### src/design/mlft_pkg.sv
package mlft_pkg;

	// table and field geometry
	localparam int TABLE_DEPTH = 64;
	localparam int NUM_PORTS   = 8;
	localparam int MAC_W       = 48;
	localparam int PORT_W      = 3;
	localparam int MASK_W      = 8;
	localparam int CFG_W       = 4;
	localparam int IDX_W       = $clog2(TABLE_DEPTH);
	localparam int CNT_W       = $clog2(TABLE_DEPTH + 1);

	// stream packing
	localparam int IN_FIELDS_W  = 2 * MAC_W + PORT_W;
	localparam int IN_DATA_W    = ((IN_FIELDS_W + 7) / 8) * 8;
	localparam int RES_W        = MASK_W + 3;
	localparam int OUT_DATA_W   = ((RES_W + 7) / 8) * 8;

	localparam logic [CFG_W-1:0] PORT_COUNT_RST = CFG_W'(8);

	// item kinds
	localparam logic KIND_FRAME = 1'b0;
	localparam logic KIND_CLEAR = 1'b1;

	typedef enum logic [1:0] {
		ST_IDLE,
		ST_SEARCH,
		ST_HOLD
	} ctl_state_t;

	// lookup token walking down the cell chain
	typedef struct packed {
		logic              vld;
		logic              kind;
		logic [MAC_W-1:0]  src_mac;
		logic [MAC_W-1:0]  dst_mac;
		logic [PORT_W-1:0] ingress_port;
		logic              src_hit;
		logic              dst_hit;
		logic [PORT_W-1:0] dst_port;
	} token_t;

	// entry write bus shared by all cells
	typedef struct packed {
		logic [MAC_W-1:0]  mac;
		logic [PORT_W-1:0] port;
	} entry_wr_t;

	// one result, egress mask in the low bits
	typedef struct packed {
		logic              table_full;
		logic              learned;
		logic              flooded;
		logic [MASK_W-1:0] egress_mask;
	} result_t;

	// all connected ports but the ingress one
	function automatic logic [MASK_W-1:0] flood_mask(input logic [CFG_W-1:0] cnt,
			input logic [PORT_W-1:0] ingress);
		logic [MASK_W-1:0] m;
		m = '0;
		for (int p = 0; p < MASK_W; p++) begin
			m[p] = (p < NUM_PORTS) && (p < int'(cnt)) && (PORT_W'(p) != ingress);
		end
		return m;
	endfunction

endpackage

### src/design/mlft_cell.sv
module mlft_cell (
	input  logic               clk,
	input  logic               arst_n,
	input  mlft_pkg::token_t   tok_in,
	output mlft_pkg::token_t   tok_out,
	input  mlft_pkg::entry_wr_t wr,
	input  logic               wr_en,
	input  logic               clr
);
	import mlft_pkg::*;

	logic [MAC_W-1:0]  mac_q;
	logic [PORT_W-1:0] port_q;
	logic              valid_q;
	logic              tok_vld_q;
	token_t            tok_d;
	token_t            tok_q;
	logic              src_match;
	logic              dst_match;

	// compare the passing token against this entry
	assign src_match = valid_q && (mac_q == tok_in.src_mac);
	assign dst_match = valid_q && (mac_q == tok_in.dst_mac);

	// entry valid flag
	always_ff @(posedge clk or negedge arst_n) begin
		if (!arst_n) begin
			valid_q <= 1'b0;
		end else if (clr) begin
			valid_q <= 1'b0;
		end else if (wr_en) begin
			valid_q <= 1'b1;
		end
	end

	// entry contents
	always_ff @(posedge clk) begin
		if (wr_en) begin
			mac_q  <= wr.mac;
			port_q <= wr.port;
		end
	end

	// token valid toward the next cell
	always_ff @(posedge clk or negedge arst_n) begin
		if (!arst_n) begin
			tok_vld_q <= 1'b0;
		end else begin
			tok_vld_q <= tok_in.vld;
		end
	end

	// token payload with accumulated hits
	always_comb begin
		tok_d          = tok_in;
		tok_d.src_hit  = tok_in.src_hit | src_match;
		tok_d.dst_hit  = tok_in.dst_hit | dst_match;
		tok_d.dst_port = dst_match ? port_q : tok_in.dst_port;
	end

	always_ff @(posedge clk) begin
		tok_q <= tok_d;
	end

	always_comb begin
		tok_out     = tok_q;
		tok_out.vld = tok_vld_q;
	end

endmodule

### config.mk
export PLATFORM = sky130hd
export DESIGN_NAME = mlft_cell
export DESIGN_NICKNAME = d
export VERILOG_FILES = /design/src/design/mlft_pkg.sv /design/src/design/mlft_cell.sv
export SDC_FILE = /design/constraint.sdc
export NUM_CORES = 1
export LEC_CHECK = 0
export ABC_AREA = 0
export BUFFER_PORTS_ARGS = -buffer_cell sky130_fd_sc_hd__buf_4
export CAP_MARGIN = 20
export CORE_ASPECT_RATIO = 1.2
export CORE_MARGIN = 1
export CORE_UTILIZATION = 24
export DETAILED_ROUTE_END_ITERATION = 16
export GPL_TIMING_DRIVEN = 0
export PLACE_DENSITY = 0.55
export SLEW_MARGIN = 20
export SYNTH_ARGS = -nofsm -noshare
export SYNTH_HDL_FRONTEND = slang
export SYNTH_SLANG_ARGS = --single-unit
### constraint.sdc
create_clock -name clk -period 2.6 [get_ports clk]
set_input_delay 0.13 -clock clk [delete_from_list [all_inputs] [get_ports clk]]
set_output_delay 0.13 -clock clk [all_outputs]
set_load 0.05 [all_outputs]
==> run metrics, run 1 <==
status=complete, no violations; Main synth FF type=dfxtp_1; GRT overflow=0; filler instances=1702; number of synthesis warnings=0; GRT Total Usage=15.6%; met3 wire len=895 um; Critical Path AT=about 2.4 ns; Port Buf Inserts=266; postcts setup bufs=0; Core Rows=56; CTS max path bufs=2; Distinct cells, synth=17; Die ar.=0.0206 sq mm; number of hold violations in the final report=0; Critical Path Start Type=flop; Mapped Cells=297; CP max FO=4; PwrDens=711 mW/mm^2; CTS Buf Count=17; die width=131 um; Hold Path Class=in -> async; worst vdd ir=0.417 mV; Worst-Skew Late Latency=0.41 ns; placed cell count=824; global-route wire length before repair=~23 mm; Area Growth Syn to Fin=95.3%; sequential area share after synthesis=about three quarters; H-tree depth=4; syn_area_per_cell=16.1 sq um; commonest cells in the synthesized netlist=dfxtp_1, xnor2_1, edfxtp_1; vias in the first global route=4366; crit path kind=reg -> reg; Die Ht=157 um; Top Metal Used=met4; share of cells above drive strength 1=39.8%; LEAKAGE=3.96 nW; Vias=3886; diode count=0; cell taking the most area after synthesis=dfxtp_1; Async SR Flop Fraction=1.27%; Crit. End Element=flop; Nets=roughly 900; CTS Root Cell=clkbuf_16; metal2 WL=8.50 mm; RSZ-0062 raised after global routing=no; routed vias/inst=3.83; Post-DRT Antenna Nets=0; Starting Density=between 20% and 30%; num ports=267; met1 WL=between 6 and 7 mm; # clock sinks=158; Max-cap violations=0; worst setup slack after layout=0.507 ns; Post-Syn Area=0.00480 sq mm; CTS tree=done; final setup fails=0; clk_skew=0.00688 ns; normalized max-slew margin=about half; Yosys top cell area share=43.8%; required time of the critical path=2.90 ns; pre-CTS setup slack=0.416 ns; GPL Wtd Cong=0.713; Finished Layout Cells=around 1000; Synthesized Nets=458; post-DP HPWL=11.1 mm; wirelength, routed=15.9 mm; most frequent cell after synthesis=dfxtp_1; clk slew on worst S/H paths=~0.06 ns; Final min period=roughly 2.1 ns; antenna violations before repair=0; flops & latches, synth=about 160; WL/cell=15.6 um; final period utilization=80.5%; Synth area leaders=dfxtp_1, edfxtp_1, xnor2_1; First DRT Iteration DRCs=102; number of remaining DRC errors=0; Setup TNS=0 ns; pin count of the biggest net entering global routing=53; number of flops mapped to enable cells by yosys=51; drt first pass iters=6; post_cts resized=0; worst slew pin tran=0.739 ns; fin. max-slew vios=0; CORE AREA=0.0195 sq mm; Max Fclk=478 MHz
-- report_power, final --
| part | internal [mW] | switching [mW] | total (mW) |
|---|---|---|---|
| combinational | 0.539 | 0.564 | 1.10 |
| clock | 1.78 | 0.981 | 2.76 |
| sequential | 2.71 | 0.0819 | 2.79 |
| total | 5.03 | 1.63 | 6.66 |
-- state kept, by name, summed over array words and instances (netlist names) --
name / flops
mac_q: 48
port_q: 3
tok_out: 105
tok_vld_q: 1
valid_q: 1
-- per-layer routing --
layer | vias to the layer above | track usage, %
met5 | - | 0
met4 | 0 | 6.95
met3 | 29 | 4.48
met2 | 167 | 28.8
met1 | 1776 | 16.1
li1 | 1914 | -
-- placed cells by master, fill, tap and decap left out, types with 3 or more instances in the layout --
master / n
nor4_1: 8
xnor2_1: 78
dlygate4sd3_1: 159
buf_4: 267
bufinv_16: 5
mux2_2: 3
edfxtp_1: 51
clkbuf_8: 3
clkbuf_16: 17
xor2_1: 17
dfxtp_1: 105
nand4_1: 21
-- logic make-up (layout without fill, tap and decap cells) --
family | after synthesis | count (layout) | share of synthesized area (%)
AO/OA/AOI/OAI | 2 | 2 | 0.261
XOR/XNOR | 95 | 95 | 17.3
buffers and inverters | 2 | 459 | 0.235
flip-flops | 158 | 158 | 76.8
multiplexers | 3 | 3 | 0.704
AND/OR/NAND/NOR | 37 | 37 | 4.64
-- stage by stage --
step | area (sq um) | total power [mW] | utilization [%] | hold slack, ns
final | 9370 | 6.66 | 47.9 | 0.0591
after global routing | 9370 | 6.93 | 47.9 | 0.0439
after CTS | 9370 | 6.74 | 47.9 | 0.00650
after detailed placement | 7120 | 3.76 | 36.4 | -0.0841
after global placement | 7120 | 3.75 | 36.4 | -0.0860
after floorplan | 4800 | 3.31 | - | -0.166
-- area by class of cell --
cell class	count	area (sq um)	share of cell area, %
buffer	1	7.51	0.0801
clock buffer	22	474	5.06
clock inverter	10	183	1.95
inverter	1	3.75	0.0401
multi-input combinational	137	1100	11.8
sequential	158	3680	39.3
tap	261	327	3.49
timing repair buffer	425	3590	38.3
-- worst paths after layout --
check                           startpoint    endpoint  slack (ns)  cells after the start
worst max register to register   mac_q[11]  tok_out[1]        0.51                      5
worst max-delay path             mac_q[11]  tok_out[1]        0.51                      5
max in group asynchronous           arst_n     valid_q        2.45                      2
worst min register to register   port_q[2]  tok_out[2]        0.47                      1
min in group clk                     wr_en    mac_q[5]        0.31                      1
worst min-delay path                arst_n   tok_vld_q        0.06                      2
-- worst max-delay path: stages, from the launching register on --
cell	delay [ns]
edfxtp_1	0.42
xnor2_1	0.35
nand4_1	0.14
nor4_1	0.40
nand4_1	0.32
mux2_2	0.35
-- what timing repair did --
action / CTS / global route
hold buffers: 159 / 0
endpoints found under the hold margin: 160 / 0
setup endpoints to repair: 0 / 0
No activity file was read; power rests on OpenSTA's default activity.
==> run 2: changes to the inputs <==
- PLACE_DENSITY: 0.55 -> 0.56
- clock period: 2.6 -> 1.71 ns (I/O delays scaled with it)
==> run metrics, run 2 (synthesized netlist as in run 1, its figures left out) <==
CTS Buf Count=17; total internal power=7.55 mW; CTS Root Cell=clkbuf_16; Die Ht=157 um; critical path's top delay family=simple AND/OR/NAND/NOR gates; Setup TNS=-0.339 ns; number of remaining DRC errors=0; Critical Path AT=2.13 ns; CORE AREA=0.0195 sq mm; clock group share of total power=40.9%; pin count of the biggest net entering global routing=53; switching power=2.54 mW; WL/cell=16.2 um; critical path startpoint=mac_q[27]; H-tree depth=4; met2 global-route usage=31.0%; Post-DRT Antenna Nets=0; Max stage delay cell, worst path=edfxtp_1; reg2reg start=mac_q[27]; fin. max-slew vios=0; diode count=0; clk_skew=0.00512 ns; clk slew on worst S/H paths=0.06 ns; global-route wire length before repair=around 24 mm; # clock sinks=158; Crit. End Element=flop; Critical Path Start Type=flop; GRT overflow=0; Critical Path Stages=6; Starting Density=between 20% and 30%; met3 usage=4.38%; Max-cap violations=0; normalized max-slew margin=49.3%; max reg flops=105; crit path kind=reg -> reg; required time of the critical path=about 2 ns; worst slew pin tran=0.760 ns; worst setup slack after layout=-0.119 ns; Max stage delay on crit path=0.50 ns; CTS max path bufs=2; num ports=267; most frequent cells in the layout=buf_4, dlygate4sd3_1, dfxtp_1, xnor2_1, edfxtp_1; die width=around 130 um; Core Rows=56; Hold Path Class=in -> reg; Nets=905; vias in the first global route=4531; Area Growth Syn to Fin=97.4%; post-DP HPWL=about 11 mm; sequential power share=42.1%; LEAKAGE=4.01 nW; CTS tree=done; drt first pass iters=4; worst vdd ir=0.604 mV; WP buf/inv=1; reg-to-reg slack, setup=-0.12 ns; First DRT Iteration DRCs=roughly 100; number of hold violations in the final report=0; failing checks=negative setup slack; reg-to-reg endpoint=tok_out[0]; Die ar.=0.0206 sq mm; Worst-Skew Late Latency=0.41 ns; status=finished, violations left; combinational fraction of design power=16.9%; Critical Path End=tok_out[0]; CP Cell Sequence=xnor2_1 > nand4_1 > nor4_4 > nand4_1 > buf_6 > mux2_2; M1 GR Usage=16.2%; most common cell after layout, fill and taps aside=buf_4; GRT Total Usage=16.2%; pre-CTS setup slack=-0.547 ns; PwrDens=between 1000 and 1500 mW/mm^2; Max Fclk=approximately 550 MHz; final setup fails=3; filler instances=1701; wirelength, routed=16.4 mm; RSZ-0062 raised after global routing=yes; antenna violations before repair=0; critical path's most frequent cell=nand4_1; CP max FO=4; Worst R2R Path Depth=6; final period utilization=107%; Final min period=~1.8 ns; Vias=3971; Port Buf Inserts=266; routed vias/inst=3.90; sw frac=25.2%; Most Crowded Layer GR=met2; share of cells above drive strength 1=just over 40%; GPL Wtd Cong=a little over 0.7
==> run 2: changes by cell type in the layout (fill, tap and decap cells not counted), sizes merged <==
cell,previous run,this run
dlygate4sd3,159,160
clkinvlp,1,2
inv,2,3
clkinv,3,5
buf,267,269
clkbuf,22,18
==> run 2: worst min path at each step <==
| stage | from | to | slack (ns) | cells after the start |
|---|---|---|---|---|
| after floorplan | arst_n | tok_vld_q | -0.21 | 0 |
| final | wr_en | mac_q[5] | 0.28 | 1 |
| after detailed placement | arst_n | tok_vld_q | -0.13 | 1 |
| after global routing | wr_en | mac_q[5] | 0.29 | 1 |
| after global placement | arst_n | tok_vld_q | -0.13 | 1 |
| after CTS | wr_en | mac_q[5] | 0.26 | 1 |
==> run 2: metrics by stage <==
stage | std cells | power, mW | util (%) | area (sq um) | hold WS [ns]
2_1_floorplan | 297 | 5.03 | - | 4800 | -0.210
3_3_place_gp | 824 | 5.71 | 36.4 | 7120 | -0.131
3_5_place_dp | 824 | 5.72 | 36.4 | 7120 | -0.130
4_1_cts | 1018 | 10.2 | 48.2 | 9420 | 0.264
5_1_grt | 1018 | 10.5 | 48.4 | 9470 | 0.292
6_report | 1018 | 10.1 | 48.4 | 9470 | 0.277
==> run 2: area by class of cell <==
type,count,area (sq um),share of cell area (%)
timing repair buffer,428,3620,38.2
clock buffer,18,429,4.53
buffer,1,7.51,0.0793
multi-input combinational,137,1180,12.5
sequential,158,3680,38.9
tap,261,327,3.45
inverter,1,3.75,0.0397
clock inverter,14,215,2.27
==> run 2: worst reg2reg max path: stages, from the launching register on <==
cell	delay (ns)
edfxtp_1	0.50
xnor2_1	0.19
nand4_1	0.21
nor4_4	0.23
nand4_1	0.15
buf_6	0.16
mux2_2	0.27
==> run 2: repair_timing <==
item / in CTS / in global routing
endpoints found under the setup margin: 5 / 5
hold buffers: 160 / 0
pin swaps: 4 / 3
buffers inserted: 2 / 0
gates resized for setup: 7 / 5
hold endpoints to repair: 160 / 0
==> run 2: power groups by stage <==
stage | Clock [mW] | Sequential, mW | Combinational, mW
after floorplan | 0 | 4.77 | 0.261
after global placement | 0 | 4.32 | 1.38
after detailed placement | 0 | 4.33 | 1.39
after CTS | 4.26 | 4.25 | 1.71
after global routing | 4.40 | 4.28 | 1.81
final | 4.13 | 4.25 | 1.71
==> run 2: metal layers <==
| layer | share of wire [%] | vias to the layer above |
|---|---|---|
| met5 | 0 | - |
| met4 | 1.9 | 0 |
| met3 | 5.4 | 23 |
| met2 | 55 | 162 |
| met1 | 37 | 1866 |
| li1 | - | 1920 |
